$ cat src/hw/rtl/gts_pkg.sv
// ----------------------------------------------------------------------------
// gts_pkg
// Types, register map and helper functions for the gimbal track/scan target
// selector.
// ----------------------------------------------------------------------------
package gts_pkg;

	localparam int ANGLE_W    = 16;
	localparam int LIM_W      = 15;
	localparam int STEP_W     = 31;
	localparam int PHASE_W    = 32;
	localparam int IDLE_W     = 10;
	localparam int SINE_W     = 15;
	localparam int APB_ADDR_W = 5;
	localparam int APB_DATA_W = 32;

	localparam logic [LIM_W-1:0]  RST_TRACK_PITCH_LIMIT = 15'd10752;
	localparam logic [LIM_W-1:0]  RST_TRACK_YAW_LIMIT   = 15'd11520;
	localparam logic [LIM_W-1:0]  RST_SCAN_PITCH_LIMIT  = 15'd10240;
	localparam logic [LIM_W-1:0]  RST_SCAN_YAW_LIMIT    = 15'd10752;
	localparam logic [LIM_W-1:0]  RST_SCAN_PITCH_AMP    = 15'd10240;
	localparam logic [LIM_W-1:0]  RST_SCAN_YAW_AMP      = 15'd11008;
	localparam logic [STEP_W-1:0] RST_YAW_PHASE_STEP    = 31'd1288490;
	localparam logic [STEP_W-1:0] RST_PITCH_PHASE_STEP  = 31'd5153961;

	typedef enum logic [2:0] {
		REG_TRACK_PITCH_LIMIT = 3'd0,
		REG_TRACK_YAW_LIMIT   = 3'd1,
		REG_SCAN_PITCH_LIMIT  = 3'd2,
		REG_SCAN_YAW_LIMIT    = 3'd3,
		REG_SCAN_PITCH_AMP    = 3'd4,
		REG_SCAN_YAW_AMP      = 3'd5,
		REG_YAW_PHASE_STEP    = 3'd6,
		REG_PITCH_PHASE_STEP  = 3'd7
	} reg_idx_t;

	// Symmetric clamp of a 17-bit signed value to +-lim.
	function automatic logic signed [ANGLE_W-1:0] clamp_sym(
		input logic signed [ANGLE_W:0] v,
		input logic [LIM_W-1:0] lim
	);
		logic signed [ANGLE_W:0] hi;
		logic signed [ANGLE_W:0] lo;
		hi = $signed({2'b00, lim});
		lo = -hi;
		if (v > hi) begin
			clamp_sym = hi[ANGLE_W-1:0];
		end else if (v < lo) begin
			clamp_sym = lo[ANGLE_W-1:0];
		end else begin
			clamp_sym = v[ANGLE_W-1:0];
		end
	endfunction

	// Quarter-wave sine entry in Q15 from the sample point x (Q16 radians
	// scaled by pi/2), evaluated with an odd polynomial at elaboration.
	function automatic logic [SINE_W-1:0] rom_entry(input longint x);
		longint x2;
		longint t;
		longint y;
		x2 = (x * x) >>> 16;
		t  = (64'sd5223 * x2) >>> 16;
		t  = 64'sd42334 - t;
		t  = (t * x2) >>> 16;
		t  = 64'sd102944 - t;
		y  = (x * t) >>> 16;
		y  = (y + 64'sd1) >>> 1;
		if (y > 64'sd32767) begin
			y = 64'sd32767;
		end
		rom_entry = y[SINE_W-1:0];
	endfunction

endpackage

$ cat src/hw/rtl/gts_tick_if.sv
// ----------------------------------------------------------------------------
// gts_tick_if
// Input channel: one item per control tick, optionally carrying a vision packet.
// ----------------------------------------------------------------------------
interface gts_tick_if;
	logic               valid;
	logic               ready;
	logic               packet_valid;
	logic signed [15:0] packet_pitch;
	logic signed [15:0] packet_yaw;

	modport source (output valid, output packet_valid, output packet_pitch,
		output packet_yaw, input ready);
	modport sink (input valid, input packet_valid, input packet_pitch,
		input packet_yaw, output ready);
endinterface

$ cat src/hw/rtl/gts_target_if.sv
// ----------------------------------------------------------------------------
// gts_target_if
// Output channel: gimbal angle targets and mode flags for one tick.
// ----------------------------------------------------------------------------
interface gts_target_if;
	logic               valid;
	logic               ready;
	logic signed [15:0] pitch_aim;
	logic signed [15:0] yaw_aim;
	logic               sentry_active;
	logic               clear_integrators;

	modport source (output valid, output pitch_aim, output yaw_aim,
		output sentry_active, output clear_integrators, input ready);
	modport sink (input valid, input pitch_aim, input yaw_aim,
		input sentry_active, input clear_integrators, output ready);
endinterface

$ cat src/hw/rtl/gimbal_track_or_scan_target.sv
// ----------------------------------------------------------------------------
// gimbal_track_or_scan_target
// Picks the gimbal angle targets each tick: clamped vision angles while
// tracking, or a two-axis sine scan after the vision link goes quiet.
// ----------------------------------------------------------------------------
//  channel  dir  handshake            payload
//  tick     in   valid/ready          packet_valid, packet_pitch, packet_yaw
//  target   out  valid/ready          pitch_aim, yaw_aim, sentry_active,
//                                     clear_integrators
//  apb      in   psel/penable/pready  8 registers at byte address 4*index
//
// One item per clock cycle unless the result stalls; input register, then result
// register. The scan sine index for each axis is precomputed when the phase
// advances, so the per-item path is one table read and one 15x15 multiply.
// Reset clears the mode state and loads the register defaults; no clearing
// pass. A stalled result holds in the result register while one more item
// waits in the input register.
// ----------------------------------------------------------------------------
module gimbal_track_or_scan_target #(
	parameter int LOST_TIMEOUT     = 200,
	parameter int SINE_TABLE_DEPTH = 256
) (
	input  logic                            clk,
	input  logic                            arst_n,
	gts_tick_if.sink                        tick,
	gts_target_if.source                    target,
	input  logic                            psel,
	input  logic                            penable,
	input  logic                            pwrite,
	input  logic [gts_pkg::APB_ADDR_W-1:0]  paddr,
	input  logic [gts_pkg::APB_DATA_W-1:0]  pwdata,
	output logic [gts_pkg::APB_DATA_W-1:0]  prdata,
	output logic                            pready
);
	import gts_pkg::*;

	localparam int IW = $clog2(SINE_TABLE_DEPTH);
	localparam int DW = $clog2(SINE_TABLE_DEPTH + 1);
	localparam int PW = 30 + DW;
	localparam logic [DW-1:0]     DEPTH_W = DW'(SINE_TABLE_DEPTH);
	localparam logic [IW-1:0]     IDX_MAX = IW'(SINE_TABLE_DEPTH - 1);
	localparam logic [IDLE_W-1:0] TIMEOUT = IDLE_W'(LOST_TIMEOUT);

	// Configuration registers.
	logic [LIM_W-1:0]  track_pitch_limit_q;
	logic [LIM_W-1:0]  track_yaw_limit_q;
	logic [LIM_W-1:0]  scan_pitch_limit_q;
	logic [LIM_W-1:0]  scan_yaw_limit_q;
	logic [LIM_W-1:0]  scan_pitch_amp_q;
	logic [LIM_W-1:0]  scan_yaw_amp_q;
	logic [STEP_W-1:0] yaw_phase_step_q;
	logic [STEP_W-1:0] pitch_phase_step_q;

	logic     cfg_wr;
	reg_idx_t cfg_idx;

	assign pready  = 1'b1;
	assign cfg_wr  = psel && penable && pwrite;
	assign cfg_idx = reg_idx_t'(paddr[4:2]);

	always_ff @(posedge clk or negedge arst_n) begin
		if (!arst_n) begin
			track_pitch_limit_q <= RST_TRACK_PITCH_LIMIT;
			track_yaw_limit_q   <= RST_TRACK_YAW_LIMIT;
			scan_pitch_limit_q  <= RST_SCAN_PITCH_LIMIT;
			scan_yaw_limit_q    <= RST_SCAN_YAW_LIMIT;
			scan_pitch_amp_q    <= RST_SCAN_PITCH_AMP;
			scan_yaw_amp_q      <= RST_SCAN_YAW_AMP;
			yaw_phase_step_q    <= RST_YAW_PHASE_STEP;
			pitch_phase_step_q  <= RST_PITCH_PHASE_STEP;
		end else if (cfg_wr) begin
			case (cfg_idx)
				REG_TRACK_PITCH_LIMIT: track_pitch_limit_q <= pwdata[LIM_W-1:0];
				REG_TRACK_YAW_LIMIT:   track_yaw_limit_q   <= pwdata[LIM_W-1:0];
				REG_SCAN_PITCH_LIMIT:  scan_pitch_limit_q  <= pwdata[LIM_W-1:0];
				REG_SCAN_YAW_LIMIT:    scan_yaw_limit_q    <= pwdata[LIM_W-1:0];
				REG_SCAN_PITCH_AMP:    scan_pitch_amp_q    <= pwdata[LIM_W-1:0];
				REG_SCAN_YAW_AMP:      scan_yaw_amp_q      <= pwdata[LIM_W-1:0];
				REG_YAW_PHASE_STEP:    yaw_phase_step_q    <= pwdata[STEP_W-1:0];
				REG_PITCH_PHASE_STEP:  pitch_phase_step_q  <= pwdata[STEP_W-1:0];
				default: ;
			endcase
		end
	end

	always_comb begin
		case (cfg_idx)
			REG_TRACK_PITCH_LIMIT: prdata = APB_DATA_W'(track_pitch_limit_q);
			REG_TRACK_YAW_LIMIT:   prdata = APB_DATA_W'(track_yaw_limit_q);
			REG_SCAN_PITCH_LIMIT:  prdata = APB_DATA_W'(scan_pitch_limit_q);
			REG_SCAN_YAW_LIMIT:    prdata = APB_DATA_W'(scan_yaw_limit_q);
			REG_SCAN_PITCH_AMP:    prdata = APB_DATA_W'(scan_pitch_amp_q);
			REG_SCAN_YAW_AMP:      prdata = APB_DATA_W'(scan_yaw_amp_q);
			REG_YAW_PHASE_STEP:    prdata = APB_DATA_W'(yaw_phase_step_q);
			REG_PITCH_PHASE_STEP:  prdata = APB_DATA_W'(pitch_phase_step_q);
			default:               prdata = '0;
		endcase
	end

	// Quarter-wave sine table, built from constants at elaboration.
	logic [SINE_W-1:0] sine_rom [SINE_TABLE_DEPTH];

	for (genvar g = 0; g < SINE_TABLE_DEPTH; g++) begin : g_rom
		localparam int X = ((2 * g + 1) * 65536) / (2 * SINE_TABLE_DEPTH);
		assign sine_rom[g] = rom_entry(longint'(X));
	end

	// Input register and handshake.
	logic                     valid_s1;
	logic                     pkt_valid_s1;
	logic signed [ANGLE_W-1:0] pkt_pitch_s1;
	logic signed [ANGLE_W-1:0] pkt_yaw_s1;
	logic                     out_valid_q;
	logic                     advance;

	assign advance    = valid_s1 && (!out_valid_q || target.ready);
	assign tick.ready = !valid_s1 || advance;

	always_ff @(posedge clk or negedge arst_n) begin
		if (!arst_n) begin
			valid_s1 <= 1'b0;
		end else if (tick.ready) begin
			valid_s1 <= tick.valid;
		end
	end

	always_ff @(posedge clk) begin
		if (tick.valid && tick.ready) begin
			pkt_valid_s1 <= tick.packet_valid;
			pkt_pitch_s1 <= tick.packet_pitch;
			pkt_yaw_s1   <= tick.packet_yaw;
		end
	end

	// Mode state.
	logic                      tracking_q;
	logic                      scan_q;
	logic [IDLE_W-1:0]         idle_q;
	logic signed [ANGLE_W-1:0] held_pitch_q;
	logic signed [ANGLE_W-1:0] held_yaw_q;
	logic [PHASE_W-1:0]        pitch_phase_q;
	logic [PHASE_W-1:0]        yaw_phase_q;
	logic                      pitch_neg_q;
	logic                      yaw_neg_q;
	logic [IW-1:0]             pitch_idx_q;
	logic [IW-1:0]             yaw_idx_q;

	logic                      tracking_d;
	logic                      scan_d;
	logic [IDLE_W-1:0]         idle_d;
	logic [IDLE_W-1:0]         idle_inc;
	logic signed [ANGLE_W-1:0] held_pitch_d;
	logic signed [ANGLE_W-1:0] held_yaw_d;
	logic                      clr_d;

	always_comb begin
		tracking_d   = tracking_q;
		scan_d       = scan_q;
		idle_d       = idle_q;
		held_pitch_d = held_pitch_q;
		held_yaw_d   = held_yaw_q;
		clr_d        = 1'b0;
		idle_inc     = (idle_q < TIMEOUT) ? idle_q + IDLE_W'(1) : idle_q;
		if (pkt_valid_s1) begin
			clr_d        = !tracking_q;
			tracking_d   = 1'b1;
			scan_d       = 1'b0;
			idle_d       = '0;
			held_pitch_d = clamp_sym({pkt_pitch_s1[ANGLE_W-1], pkt_pitch_s1},
				track_pitch_limit_q);
			held_yaw_d   = clamp_sym({pkt_yaw_s1[ANGLE_W-1], pkt_yaw_s1},
				track_yaw_limit_q);
		end else begin
			idle_d = idle_inc;
			// Once the link has been quiet long enough, every further quiet
			// tick restarts the loops and parks the held angles at zero.
			if (idle_inc >= TIMEOUT) begin
				scan_d       = 1'b1;
				tracking_d   = 1'b0;
				held_pitch_d = '0;
				held_yaw_d   = '0;
				clr_d        = 1'b1;
			end
		end
	end

	// Table index for a phase, with the mirror for odd quadrants folded in.
	function automatic logic [IW-1:0] phase_index(input logic [PHASE_W-1:0] ph);
		logic [PW-1:0] prod;
		logic [IW-1:0] raw;
		prod = PW'(ph[29:0]) * PW'(DEPTH_W);
		raw  = prod[30 +: IW];
		phase_index = ph[30] ? IDX_MAX - raw : raw;
	endfunction

	logic [PHASE_W-1:0] pitch_phase_d;
	logic [PHASE_W-1:0] yaw_phase_d;

	assign pitch_phase_d = scan_d ? pitch_phase_q + PHASE_W'(pitch_phase_step_q) : '0;
	assign yaw_phase_d   = scan_d ? yaw_phase_q + PHASE_W'(yaw_phase_step_q) : '0;

	always_ff @(posedge clk or negedge arst_n) begin
		if (!arst_n) begin
			tracking_q    <= 1'b0;
			scan_q        <= 1'b0;
			idle_q        <= '0;
			held_pitch_q  <= '0;
			held_yaw_q    <= '0;
			pitch_phase_q <= '0;
			yaw_phase_q   <= '0;
			pitch_neg_q   <= 1'b0;
			yaw_neg_q     <= 1'b0;
			pitch_idx_q   <= '0;
			yaw_idx_q     <= '0;
		end else if (advance) begin
			tracking_q    <= tracking_d;
			scan_q        <= scan_d;
			idle_q        <= idle_d;
			held_pitch_q  <= held_pitch_d;
			held_yaw_q    <= held_yaw_d;
			pitch_phase_q <= pitch_phase_d;
			yaw_phase_q   <= yaw_phase_d;
			pitch_neg_q   <= pitch_phase_d[31];
			yaw_neg_q     <= yaw_phase_d[31];
			pitch_idx_q   <= phase_index(pitch_phase_d);
			yaw_idx_q     <= phase_index(yaw_phase_d);
		end
	end

	// Scan values from the phases before they advance.
	logic [2*LIM_W:0]          pitch_prod;
	logic [2*LIM_W:0]          yaw_prod;
	logic signed [ANGLE_W:0]   pitch_sine;
	logic signed [ANGLE_W:0]   yaw_sine;
	logic signed [ANGLE_W-1:0] pitch_out;
	logic signed [ANGLE_W-1:0] yaw_out;

	always_comb begin
		pitch_prod = (2*LIM_W+1)'(scan_pitch_amp_q) * (2*LIM_W+1)'(sine_rom[pitch_idx_q])
			+ (2*LIM_W+1)'(16384);
		yaw_prod   = (2*LIM_W+1)'(scan_yaw_amp_q) * (2*LIM_W+1)'(sine_rom[yaw_idx_q])
			+ (2*LIM_W+1)'(16384);
		pitch_sine = $signed({1'b0, pitch_prod[30:15]});
		yaw_sine   = $signed({1'b0, yaw_prod[30:15]});
		if (pitch_neg_q) begin
			pitch_sine = -pitch_sine;
		end
		if (yaw_neg_q) begin
			yaw_sine = -yaw_sine;
		end
		if (scan_d) begin
			pitch_out = clamp_sym(pitch_sine, scan_pitch_limit_q);
			yaw_out   = clamp_sym(yaw_sine, scan_yaw_limit_q);
		end else begin
			pitch_out = clamp_sym({held_pitch_d[ANGLE_W-1], held_pitch_d},
				track_pitch_limit_q);
			yaw_out   = clamp_sym({held_yaw_d[ANGLE_W-1], held_yaw_d},
				track_yaw_limit_q);
		end
	end

	// Result register.
	always_ff @(posedge clk or negedge arst_n) begin
		if (!arst_n) begin
			out_valid_q <= 1'b0;
		end else if (advance) begin
			out_valid_q <= 1'b1;
		end else if (target.ready) begin
			out_valid_q <= 1'b0;
		end
	end

	logic signed [ANGLE_W-1:0] pitch_aim_q;
	logic signed [ANGLE_W-1:0] yaw_aim_q;
	logic                      sentry_q;
	logic                      clr_q;

	always_ff @(posedge clk) begin
		if (advance) begin
			pitch_aim_q <= pitch_out;
			yaw_aim_q   <= yaw_out;
			sentry_q    <= scan_d;
			clr_q       <= clr_d;
		end
	end

	assign target.valid             = out_valid_q;
	assign target.pitch_aim         = pitch_aim_q;
	assign target.yaw_aim           = yaw_aim_q;
	assign target.sentry_active     = sentry_q;
	assign target.clear_integrators = clr_q;

	// Checks.
	a_mode_exclusive: assert property (@(posedge clk) disable iff (!arst_n)
		!(tracking_q && scan_q))
		else $error("tracking and scan mode set together");

	a_idle_saturates: assert property (@(posedge clk) disable iff (!arst_n)
		idle_q <= TIMEOUT)
		else $error("idle tick count ran past the timeout");

	a_phase_parked: assert property (@(posedge clk) disable iff (!arst_n)
		!scan_q |-> (pitch_phase_q == '0 && yaw_phase_q == '0 &&
			pitch_idx_q == '0 && yaw_idx_q == '0))
		else $error("scan phase not parked outside scan mode");

	a_packet_tracks: assert property (@(posedge clk) disable iff (!arst_n)
		advance && pkt_valid_s1 |=> tracking_q && !scan_q && idle_q == '0)
		else $error("packet did not switch to tracking");

	a_result_mode: assert property (@(posedge clk) disable iff (!arst_n)
		advance |=> target.sentry_active == scan_q)
		else $error("result mode flag disagrees with scan state");

endmodule
$ cat src/flat_wrapper.sv
// flat-port wrapper written by rule: the top's interface ports become plain ports
module gimbal_track_or_scan_target_flat import gts_pkg::*;
#(
	parameter int LOST_TIMEOUT     = 200,
	parameter int SINE_TABLE_DEPTH = 256
)
  (clk, arst_n, psel, penable, pwrite, paddr, pwdata, prdata, pready, tick_valid, tick_packet_valid, tick_packet_pitch, tick_packet_yaw, tick_ready, target_valid, target_pitch_aim, target_yaw_aim, target_sentry_active, target_clear_integrators, target_ready);
  gts_tick_if tick_i ();
  gts_target_if target_i ();
  input  logic clk;
  input  logic arst_n;
  input  logic psel;
  input  logic penable;
  input  logic pwrite;
  input  logic [gts_pkg::APB_ADDR_W-1:0] paddr;
  input  logic [gts_pkg::APB_DATA_W-1:0] pwdata;
  output logic [gts_pkg::APB_DATA_W-1:0] prdata;
  output logic pready;
  input wire logic [$bits(tick_i.valid)-1:0] tick_valid;
  input wire logic [$bits(tick_i.packet_valid)-1:0] tick_packet_valid;
  input wire logic [$bits(tick_i.packet_pitch)-1:0] tick_packet_pitch;
  input wire logic [$bits(tick_i.packet_yaw)-1:0] tick_packet_yaw;
  output wire logic [$bits(tick_i.ready)-1:0] tick_ready;
  output wire logic [$bits(target_i.valid)-1:0] target_valid;
  output wire logic [$bits(target_i.pitch_aim)-1:0] target_pitch_aim;
  output wire logic [$bits(target_i.yaw_aim)-1:0] target_yaw_aim;
  output wire logic [$bits(target_i.sentry_active)-1:0] target_sentry_active;
  output wire logic [$bits(target_i.clear_integrators)-1:0] target_clear_integrators;
  input wire logic [$bits(target_i.ready)-1:0] target_ready;
  assign tick_i.valid = tick_valid;
  assign tick_i.packet_valid = tick_packet_valid;
  assign tick_i.packet_pitch = tick_packet_pitch;
  assign tick_i.packet_yaw = tick_packet_yaw;
  assign tick_ready = tick_i.ready;
  assign target_valid = target_i.valid;
  assign target_pitch_aim = target_i.pitch_aim;
  assign target_yaw_aim = target_i.yaw_aim;
  assign target_sentry_active = target_i.sentry_active;
  assign target_clear_integrators = target_i.clear_integrators;
  assign target_i.ready = target_ready;
  gimbal_track_or_scan_target #(.LOST_TIMEOUT(LOST_TIMEOUT), .SINE_TABLE_DEPTH(SINE_TABLE_DEPTH)) u_core (.clk(clk), .arst_n(arst_n), .tick(tick_i), .target(target_i), .psel(psel), .penable(penable), .pwrite(pwrite), .paddr(paddr), .pwdata(pwdata), .prdata(prdata), .pready(pready));
endmodule
$ cat config.mk
export PLATFORM = sky130hd
export DESIGN_NAME = gimbal_track_or_scan_target_flat
export DESIGN_NICKNAME = d
export VERILOG_FILES = /design/src/hw/rtl/gts_pkg.sv /design/src/hw/rtl/gts_tick_if.sv /design/src/hw/rtl/gts_target_if.sv /design/src/hw/rtl/gimbal_track_or_scan_target.sv /design/src/flat_wrapper.sv
export SDC_FILE = /design/constraint.sdc
export NUM_CORES = 2
export LEC_CHECK = 0
export ABC_AREA = 1
export ABC_CLOCK_PERIOD_IN_PS = 10720
export BUFFER_PORTS_ARGS = -buffer_cell sky130_fd_sc_hd__buf_4
export CAP_MARGIN = 5
export CORE_UTILIZATION = 30
export DETAILED_ROUTE_END_ITERATION = 7
export MAX_ROUTING_LAYER = met4
export PLACE_DENSITY = 0.42
export SYNTH_ARGS = -nofsm -noshare
export SYNTH_HDL_FRONTEND = slang
export SYNTH_SLANG_ARGS = --single-unit
export TNS_END_PERCENT = 50
$ cat constraint.sdc
create_clock -name clk -period 10.72 [get_ports clk]
set_input_delay 1.072 -clock clk [delete_from_list [all_inputs] [get_ports clk]]
set_output_delay 1.072 -clock clk [all_outputs]
set_load 0.05 [all_outputs]
## After elaboration in Yosys (flattened, before gate mapping)

Memory sizes are Yosys's and may differ from the RTL's.
Index checks and enable logic that the tools add are counted.

| operators by class | value |
|---|---|
| $add $sub $neg | 13 |
| $mul | 2 |
| magnitude comparators | 16 |
| eq/ne operators | 7 |
| muxes and demuxes | 39 |
| bitwise gates (word level) | 2 |
| reduce and logical (&&, ||, !) cells | 21 |

Operator list:

| operator | number |
|---|---|
| 16-bit two-way mux | 18 |
| 32-bit one-hot mux with 8 select lines | 1 |
| 16-bit by 17-bit < comparator with 1-bit output | 4 |
| 15-bit negator with 17-bit output | 4 |
| 32-bit by 31-bit adder with 32-bit output | 2 |
| 16-bit > comparator | 4 |
| 32-bit two-way mux | 2 |
| 30-bit by 15-bit adder with 31-bit output (second input constant) | 2 |
| 15-bit by 15-bit multiplier with 30-bit output | 2 |
| 15-bit two-way mux | 4 |
| 17-bit by 16-bit > comparator with 1-bit output | 2 |
| 17-bit < comparator | 2 |
| 17-bit two-way mux | 2 |
| 16-bit negator with 17-bit output | 2 |
| 10-bit two-way mux | 2 |
| 9-bit greater-or-equal comparator (second input constant) | 2 |
| 8-bit NOT with 9-bit output | 2 |
| 2-bit AND reduction | 9 |
| 8-bit two-way mux | 2 |
| 8-bit subtractor (first input constant) | 2 |
| 3-bit equality test (second input constant) | 4 |
| 10-bit by 1-bit adder with 10-bit output (second input constant) | 1 |
| 10-bit by 8-bit greater-or-equal comparator with 1-bit output (second input constant) | 1 |
| 10-bit by 8-bit < comparator with 1-bit output (second input constant) | 1 |
| other kinds (8) | 23 |

| storage, ports and cells | value |
|---|---|
| flip-flop bits (word level) | 347 |
| ROM bits | 7680 |
| bits of input ports | 77 |
| output and inout bits | 69 |
| word-level logic and storage cells | 130 |
| memories kept | 2 |

Memories:

| name | words | bits a word | read ports | clocked after Yosys merged registers in | wr ports | RTL line | text |
|---|---|---|---|---|---|---|---|
| (name not given) | 256 | 15 | 1 | 0 | 0 | gimbal_track_or_scan_target.sv:241 | `yaw_prod = (2*LIM_W+1)'(scan_yaw_amp_q) * (2*LIM_W+1)'(sine_rom[yaw_idx_q])` |
| (name not given) | 256 | 15 | 1 | 0 | 0 | gimbal_track_or_scan_target.sv:239 | `pitch_prod = (2*LIM_W+1)'(scan_pitch_amp_q) * (2*LIM_W+1)'(sine_rom[pitch_idx_q])` |

## Logic depth before layout (Yosys ltp)

| depth | value |
|---|---|
| word-level depth | 12 |
| depth in mapped cells | 67 |
| depth with buffers taken out | 62 |

## Least setup slack after synthesis

Ideal clock, no wire load.

| timing path | value |
|---|---|
| kind | register -> register |
| from | register u_core.pitch_idx_q[1] |
| to | register u_core.pitch_aim_q[11], in the netlist u_core.target.pitch_aim[11], data pin |
| arrival time | 9643 ps |
| data required time | 10463 ps |
| setup slack | 820 ps |
| cell stages (with the launch flop) | 59 |
| clock period less this slack | 9900 ps |
| path through | dfrtp_1 -> buf_2 -> inv_2 -> ha_1 -> nand2_2 -> inv_2 -> o21ai_1 -> o21ai_0 -> o221ai_1 -> nand2_1 -> o311ai_0 -> nand2_1 -> inv_1 -> clkbuf_1 -> nand2_1 -> fa_1 -> inv_1 -> fa_1 -> (+23 left out) -> ha_1 -> nand2_1 -> inv_1 -> nand4_1 -> o2111a_1 -> o221ai_1 -> nand3_1 -> nand3b_1 -> or2_2 -> nand3_1 -> nand2_2 -> buf_2 -> nand3_1 -> nand2_1 -> inv_2 -> nand2_1 -> nand3_1 -> nand2_1 |

| on the way | value |
|---|---|
| cells in the longest elaborated chain, start to end | 12 |

RTL lines:

| element | RTL line | text |
|---|---|---|
| from (decl) | gimbal_track_or_scan_target.sv:145 | `logic [IW-1:0] pitch_idx_q;` |
| from (signal assigned) | gimbal_track_or_scan_target.sv:225 | `pitch_idx_q <= phase_index(pitch_phase_d);` |
| 8-bit NOT with 9-bit output (implied by the code) (*) | gimbal_track_or_scan_target.sv:239 |  |
| memory 256 x 15 bit (*) | -- |  |
| 15-bit two-way mux (implied by the code) (*) (2 in series) | gimbal_track_or_scan_target.sv:239 |  |
| 15-bit by 15-bit multiplier with 30-bit output (*) | gimbal_track_or_scan_target.sv:239 |  |
| 30-bit by 15-bit adder with 31-bit output (*) | gimbal_track_or_scan_target.sv:240 | `+ (2*LIM_W+1)'(16384);` |
| 16-bit negator with 17-bit output | gimbal_track_or_scan_target.sv:246 | `pitch_sine = -pitch_sine;` |
| 17-bit two-way mux (*) | gimbal_track_or_scan_target.sv:245 | `if (pitch_neg_q) begin` |
| 17-bit < comparator | gts_pkg.sv:48 | `end else if (v < lo) begin` |
| 16-bit two-way mux | gts_pkg.sv:48 |  |
| 16-bit two-way mux (*) | gts_pkg.sv:46 | `if (v > hi) begin` |
| 16-bit two-way mux (*) | gimbal_track_or_scan_target.sv:251 | `if (scan_d) begin` |
| named net u_core.pitch_out[11] | gimbal_track_or_scan_target.sv:235 | `logic signed [ANGLE_W-1:0] pitch_out;` |
| to (signal assigned) | gimbal_track_or_scan_target.sv:280 | `pitch_aim_q <= pitch_out;` |
| to (decl) | gimbal_track_or_scan_target.sv:273 | `logic signed [ANGLE_W-1:0] pitch_aim_q;` |

Mark *: on every way through the listed nets, which the timed path passes. The rest lies on a longest branch. The select of a mux whose other input is x is not followed.
A chain may end at the register's enable or synchronous reset.

## Worst setup path after layout

| timing path | value |
|---|---|
| from | register u_core.yaw_idx_q[0] |
| to | register u_core.yaw_aim_q[0], in the netlist u_core.target.yaw_aim[0], data pin |

| on the way | value |
|---|---|
| cells in the longest elaborated chain, start to end | 12 |

RTL lines:

| element | RTL line | text |
|---|---|---|
| from (decl) | gimbal_track_or_scan_target.sv:146 | `logic [IW-1:0] yaw_idx_q;` |
| from (signal assigned) | gimbal_track_or_scan_target.sv:226 | `yaw_idx_q <= phase_index(yaw_phase_d);` |
| 8-bit NOT with 9-bit output (implied by the code) (*) | gimbal_track_or_scan_target.sv:241 |  |
| memory 256 x 15 bit (*) | -- |  |
| 15-bit two-way mux (implied by the code) (*) (2 in series) | gimbal_track_or_scan_target.sv:241 |  |
| 15-bit by 15-bit multiplier with 30-bit output (*) | gimbal_track_or_scan_target.sv:241 |  |
| 30-bit by 15-bit adder with 31-bit output (*) | gimbal_track_or_scan_target.sv:242 | `+ (2*LIM_W+1)'(16384);` |
| 16-bit negator with 17-bit output | gimbal_track_or_scan_target.sv:249 | `yaw_sine = -yaw_sine;` |
| 17-bit two-way mux (*) | gimbal_track_or_scan_target.sv:248 | `if (yaw_neg_q) begin` |
| 17-bit < comparator | gts_pkg.sv:48 |  |
| 16-bit two-way mux | gts_pkg.sv:48 |  |
| 16-bit two-way mux (*) | gts_pkg.sv:46 |  |
| 16-bit two-way mux (*) | gimbal_track_or_scan_target.sv:251 |  |
| named net u_core.yaw_out[0] | gimbal_track_or_scan_target.sv:236 | `logic signed [ANGLE_W-1:0] yaw_out;` |
| to (signal assigned) | gimbal_track_or_scan_target.sv:281 | `yaw_aim_q <= yaw_out;` |
| to (decl) | gimbal_track_or_scan_target.sv:274 | `logic signed [ANGLE_W-1:0] yaw_aim_q;` |

Marked as above.

==> metrics.txt <==
# TYPE chip_impl_metric gauge
chip_impl_info{name="result_of_the_run",value="finished, final reports clean"} 1
chip_impl_metric{name="critical_path_arrival",unit="ns"} 10.59
chip_impl_info{name="critPathSlowestCell",value="sky130_fd_sc_hd__fa_1"} 1
chip_impl_metric{name="async_reset_ff_share",unit="%"} 80.6
chip_impl_metric{name="viasPerCell",unit=""} 5.23
chip_impl_metric{name="syn-instance-count",unit=""} 6604
chip_impl_metric{name="detailedPlace.worstSlack",unit="ns"} -0.308
chip_impl_metric{name="vdd.ir_drop.worst",unit="mV"} 0.454
chip_impl_metric{name="min_period_over_period",unit="%"} 95.1
chip_impl_metric{name="drt_pre_antenna_iters",unit=""} 6
chip_impl_metric{name="core_area",unit="sq um"} 155000
chip_impl_info{name="synth_flop_cell",value="sky130_fd_sc_hd__dfrtp_1"} 1
chip_impl_metric{name="power.leakage",unit="nW"} 28.8
chip_impl_metric{name="fin_ws",unit="ns"} 0.524
chip_impl_metric{name="place_congestion",unit=""} 1.02
chip_impl_metric{name="r2r_cells",unit=""} 57
chip_impl_metric{name="antenna_found_initial",unit=""} 6
chip_impl_metric{name="placement_rows",unit=""} 144
chip_impl_metric{name="finalHoldViolCount",unit=""} 0
chip_impl_metric{name="final.setup_skew",unit="ns"} 0.0316
chip_impl_metric{name="area_growth_syn_to_layout",unit="%"} 21.0
chip_impl_metric{name="cts_max_level",unit=""} 2
chip_impl_info{name="setup.worst_path.class",value="reg -> reg"} 1
chip_impl_metric{name="worst_pin_slew",unit="ns"} 1.33
chip_impl_metric{name="drv_slew",unit=""} 0
chip_impl_metric{name="crit_path_max_incr_delay",unit="ns"} 0.57
chip_impl_metric{name="grt_pass1_wl",unit="microns"} 311000
chip_impl_metric{name="grt_start_max_net_pins",unit=""} 143
chip_impl_metric{name="synth_nets",unit=""} 7518
chip_impl_metric{name="tot_gr_track_use",unit="%"} 26.9
chip_impl_metric{name="pwr_density_cell",unit="nW/um^2"} 387
chip_impl_metric{name="synth-seq-cells",unit=""} 345
chip_impl_metric{name="clock_latency",unit="ns"} 0.67
chip_impl_metric{name="num-nets-final",unit=""} 7993
chip_impl_info{name="critical_path.startpoint",value="u_core.yaw_idx_q[0]"} 1
chip_impl_metric{name="register_area",unit="sq um"} 9030
chip_impl_metric{name="cp_data_required_time",unit="ns"} 11.11
chip_impl_metric{name="wl_met3",unit="microns"} 13800
chip_impl_metric{name="sequential_cell_area_fraction_in_the_yosys_report",unit="%"} 19.2
chip_impl_metric{name="drc",unit=""} 0
chip_impl_metric{name="footprint_of_the_multi_input_gates",unit="sq um"} 34200
chip_impl_metric{name="maximum_capacitance_violations",unit=""} 0
chip_impl_metric{name="cts-hold-fix-buffers",unit=""} 0
chip_impl_metric{name="ant_nets_after_route",unit=""} 0
chip_impl_metric{name="maxClockFrequency",unit="MHz"} 98.1
chip_impl_metric{name="dr_total_vias",unit=""} 47970
chip_impl_metric{name="count_of_final_setup_violators",unit=""} 0
chip_impl_metric{name="top_level_ports",unit=""} 146
chip_impl_info{name="final_cell_mix",value="sky130_fd_sc_hd__nand2_1, sky130_fd_sc_hd__inv_1, sky130_fd_sc_hd__buf_4"} 1
chip_impl_info{name="top_layer",value="met4"} 1
chip_impl_metric{name="ctsLongestPathBuffers",unit=""} 3
chip_impl_info{name="final_common_cell",value="sky130_fd_sc_hd__nand2_1"} 1
chip_impl_metric{name="nFillCells",unit=""} 16673
chip_impl_metric{name="synthDistinctLibCells",unit=""} 70
chip_impl_metric{name="syn-cell-area",unit="sq um"} 46900
chip_impl_metric{name="synth-edff-count",unit=""} 67
chip_impl_metric{name="grt_overflow_total",unit=""} 0
chip_impl_metric{name="fp.dieW",unit="microns"} 398
chip_impl_metric{name="syn_area_per_cell",unit="sq um"} 7.11
chip_impl_info{name="worst_path_top_cell_family_by_delay",value="adder cells"} 1
chip_impl_metric{name="met2_wirelength",unit="microns"} 92900
chip_impl_metric{name="period_needed",unit="ns"} 10.20
chip_impl_metric{name="detail_route.iter0.violations",unit=""} 3905
chip_impl_metric{name="place.detailed.hpwl",unit="microns"} 168000
chip_impl_info{name="r2r_end",value="u_core.target.yaw_aim[0]"} 1
chip_impl_info{name="clock_tree_root_driver_cell",value="sky130_fd_sc_hd__clkbuf_16"} 1
chip_impl_info{name="cp-start-kind",value="flip-flop"} 1
chip_impl_info{name="tritoncts",value="yes"} 1
chip_impl_info{name="worstSetupEndpointType",value="flip-flop"} 1
chip_impl_metric{name="met1_length",unit="microns"} 96200
chip_impl_metric{name="tritoncts_num_sinks",unit=""} 345
chip_impl_metric{name="numCtsBuffers",unit=""} 48
chip_impl_metric{name="avgRoutedWirePerCell",unit="microns"} 22.8
chip_impl_metric{name="start_util",unit="%"} 30.3
chip_impl_metric{name="placement.io_buffers",unit=""} 140
chip_impl_metric{name="grt_pass1_vias",unit=""} 47470
chip_impl_metric{name="reg_to_reg_setup_timing_slack",unit="ns"} 0.52
chip_impl_metric{name="drt-total-wl",unit="microns"} 209000
chip_impl_metric{name="drive_above_1_share",unit="%"} 16.2
chip_impl_info{name="critical_path.most_common_cell",value="sky130_fd_sc_hd__nand2_1"} 1
chip_impl_info{name="r2r-start",value="u_core.yaw_idx_q[0]"} 1
chip_impl_metric{name="die_height",unit="microns"} 398
chip_impl_info{name="hold_path_class",value="in -> async"} 1
chip_impl_metric{name="floorplan.die_area",unit="sq um"} 158000
chip_impl_metric{name="max-slew-margin-rel",unit="%"} 10.2
chip_impl_metric{name="synthesis.yosys.warnings",unit=""} 0
chip_impl_metric{name="worst-path-max-fanout",unit=""} 6
chip_impl_metric{name="dpl-instance-area",unit="sq um"} 53300
chip_impl_metric{name="finalInstanceArea",unit="sq um"} 56800
chip_impl_metric{name="clk_transition_reported_paths",unit="ns"} 0.07
chip_impl_metric{name="worst-path-buf-inv",unit=""} 13
power breakdown:
part	internal [mW]	switching [mW]
combinational	7.97	10.3
clock	0.999	0.703
sequential	1.66	0.321
total	10.6	11.4
stage by stage:
stage / power [mW] / hold WS [ns] / setup TNS [ns] / util (%) / cells
3_5_place_dp: 18.6 / 0.472 / -6.42 / 34.5 / 9016
3_3_place_gp: 18.6 / 0.469 / -5.98 / 34.5 / 9016
2_1_floorplan: 11.5 / 0.453 / 0 / - / 6604
6_report: 22.0 / 0.430 / 0 / 36.7 / 9167
4_1_cts: 20.5 / 0.449 / 0 / 35.6 / 9106
5_1_grt: 24.4 / 0.489 / -0.787 / 36.7 / 9165
layer usage:
layer / up-vias / track usage (%)
li1: 22606 / -
met1: 23401 / 36.8
met2: 1620 / 41.3
met3: 343 / 3.68
met4: 0 / 7.44
met5: - / -
worst max-delay path by stage:
stage	to	slack [ns]	cells after the start
2_1_floorplan	u_core.target.pitch_aim[11]	0.82	58
3_3_place_gp	u_core.target.yaw_aim[0]	-0.28	55
3_5_place_dp	u_core.target.yaw_aim[1]	-0.31	54
4_1_cts	u_core.target.pitch_aim[1]	0.003	57
5_1_grt	u_core.target.yaw_aim[2]	-0.07	60
6_report	u_core.target.yaw_aim[0]	0.52	57
synth_stat cells (39+ instances only):
cell / n / area [sq um]
sky130_fd_sc_hd__nor2_1: 592 / 2220
sky130_fd_sc_hd__o22ai_1: 83 / 519
sky130_fd_sc_hd__xor2_1: 81 / 709
sky130_fd_sc_hd__a211oi_1: 40 / 300
sky130_fd_sc_hd__o21ai_0: 493 / 2470
sky130_fd_sc_hd__dfrtp_1: 239 / 5980
sky130_fd_sc_hd__ha_1: 499 / 6240
sky130_fd_sc_hd__nand4_1: 42 / 263
sky130_fd_sc_hd__nor3_1: 68 / 340
sky130_fd_sc_hd__nand3_1: 284 / 1420
sky130_fd_sc_hd__clkbuf_1: 156 / 586
sky130_fd_sc_hd__a21oi_1: 387 / 1940
sky130_fd_sc_hd__fa_1: 338 / 6770
sky130_fd_sc_hd__nand2_1: 1611 / 6050
sky130_fd_sc_hd__o211ai_1: 123 / 923
sky130_fd_sc_hd__dfstp_2: 39 / 1020
sky130_fd_sc_hd__edfxtp_1: 67 / 2010
sky130_fd_sc_hd__inv_1: 975 / 3660
registers in the layout, summed over array words and instances (netlist names), 10 cells and up:
signal and count:
u_core.target.yaw_aim 16, u_core.held_yaw_q 16, u_core.track_pitch_limit_q 15, u_core.scan_pitch_amp_q 15, u_core.track_yaw_limit_q 15, u_core.pkt_yaw_s1 16
u_core.pitch_phase_step_q 31, u_core.scan_yaw_amp_q 15, u_core.pitch_phase_q 31, u_core.idle_q 10, u_core.yaw_phase_step_q 31, u_core.target.pitch_aim 16
u_core.yaw_phase_q 31, u_core.held_pitch_q 16, u_core.scan_pitch_limit_q 15, u_core.pkt_pitch_s1 16, u_core.scan_yaw_limit_q 15
cell type report:
class	instances	share of cell area, %
sequential	345	15.9
tap	2044	4.50
antenna	5	0.0220
multi-input combinational	5001	60.2
clock buffer	64	2.27
inverter	1015	6.79
clock inverter	25	0.590
timing repair buffer	668	9.68
what timing repair did:
item                                    4_1_cts  5_1_grt
buffers inserted                              1       50
pin swaps                                     1      100
cloned                                        0        5
resized for setup                            27      355
endpoints found under the setup margin       32       32
kinds of logic after synthesis:
logic type | synth area share [%]
AO/OA/AOI/OAI | 16.7
XOR/XNOR | 2.01
adder cells (fa/ha/maj) | 27.7
buffers and inverters | 10.5
flip-flops | 19.2
multiplexers | 0.405
other | 0.0160
AND/OR/NAND/NOR | 23.4
(Power assumes the default switching activity.)
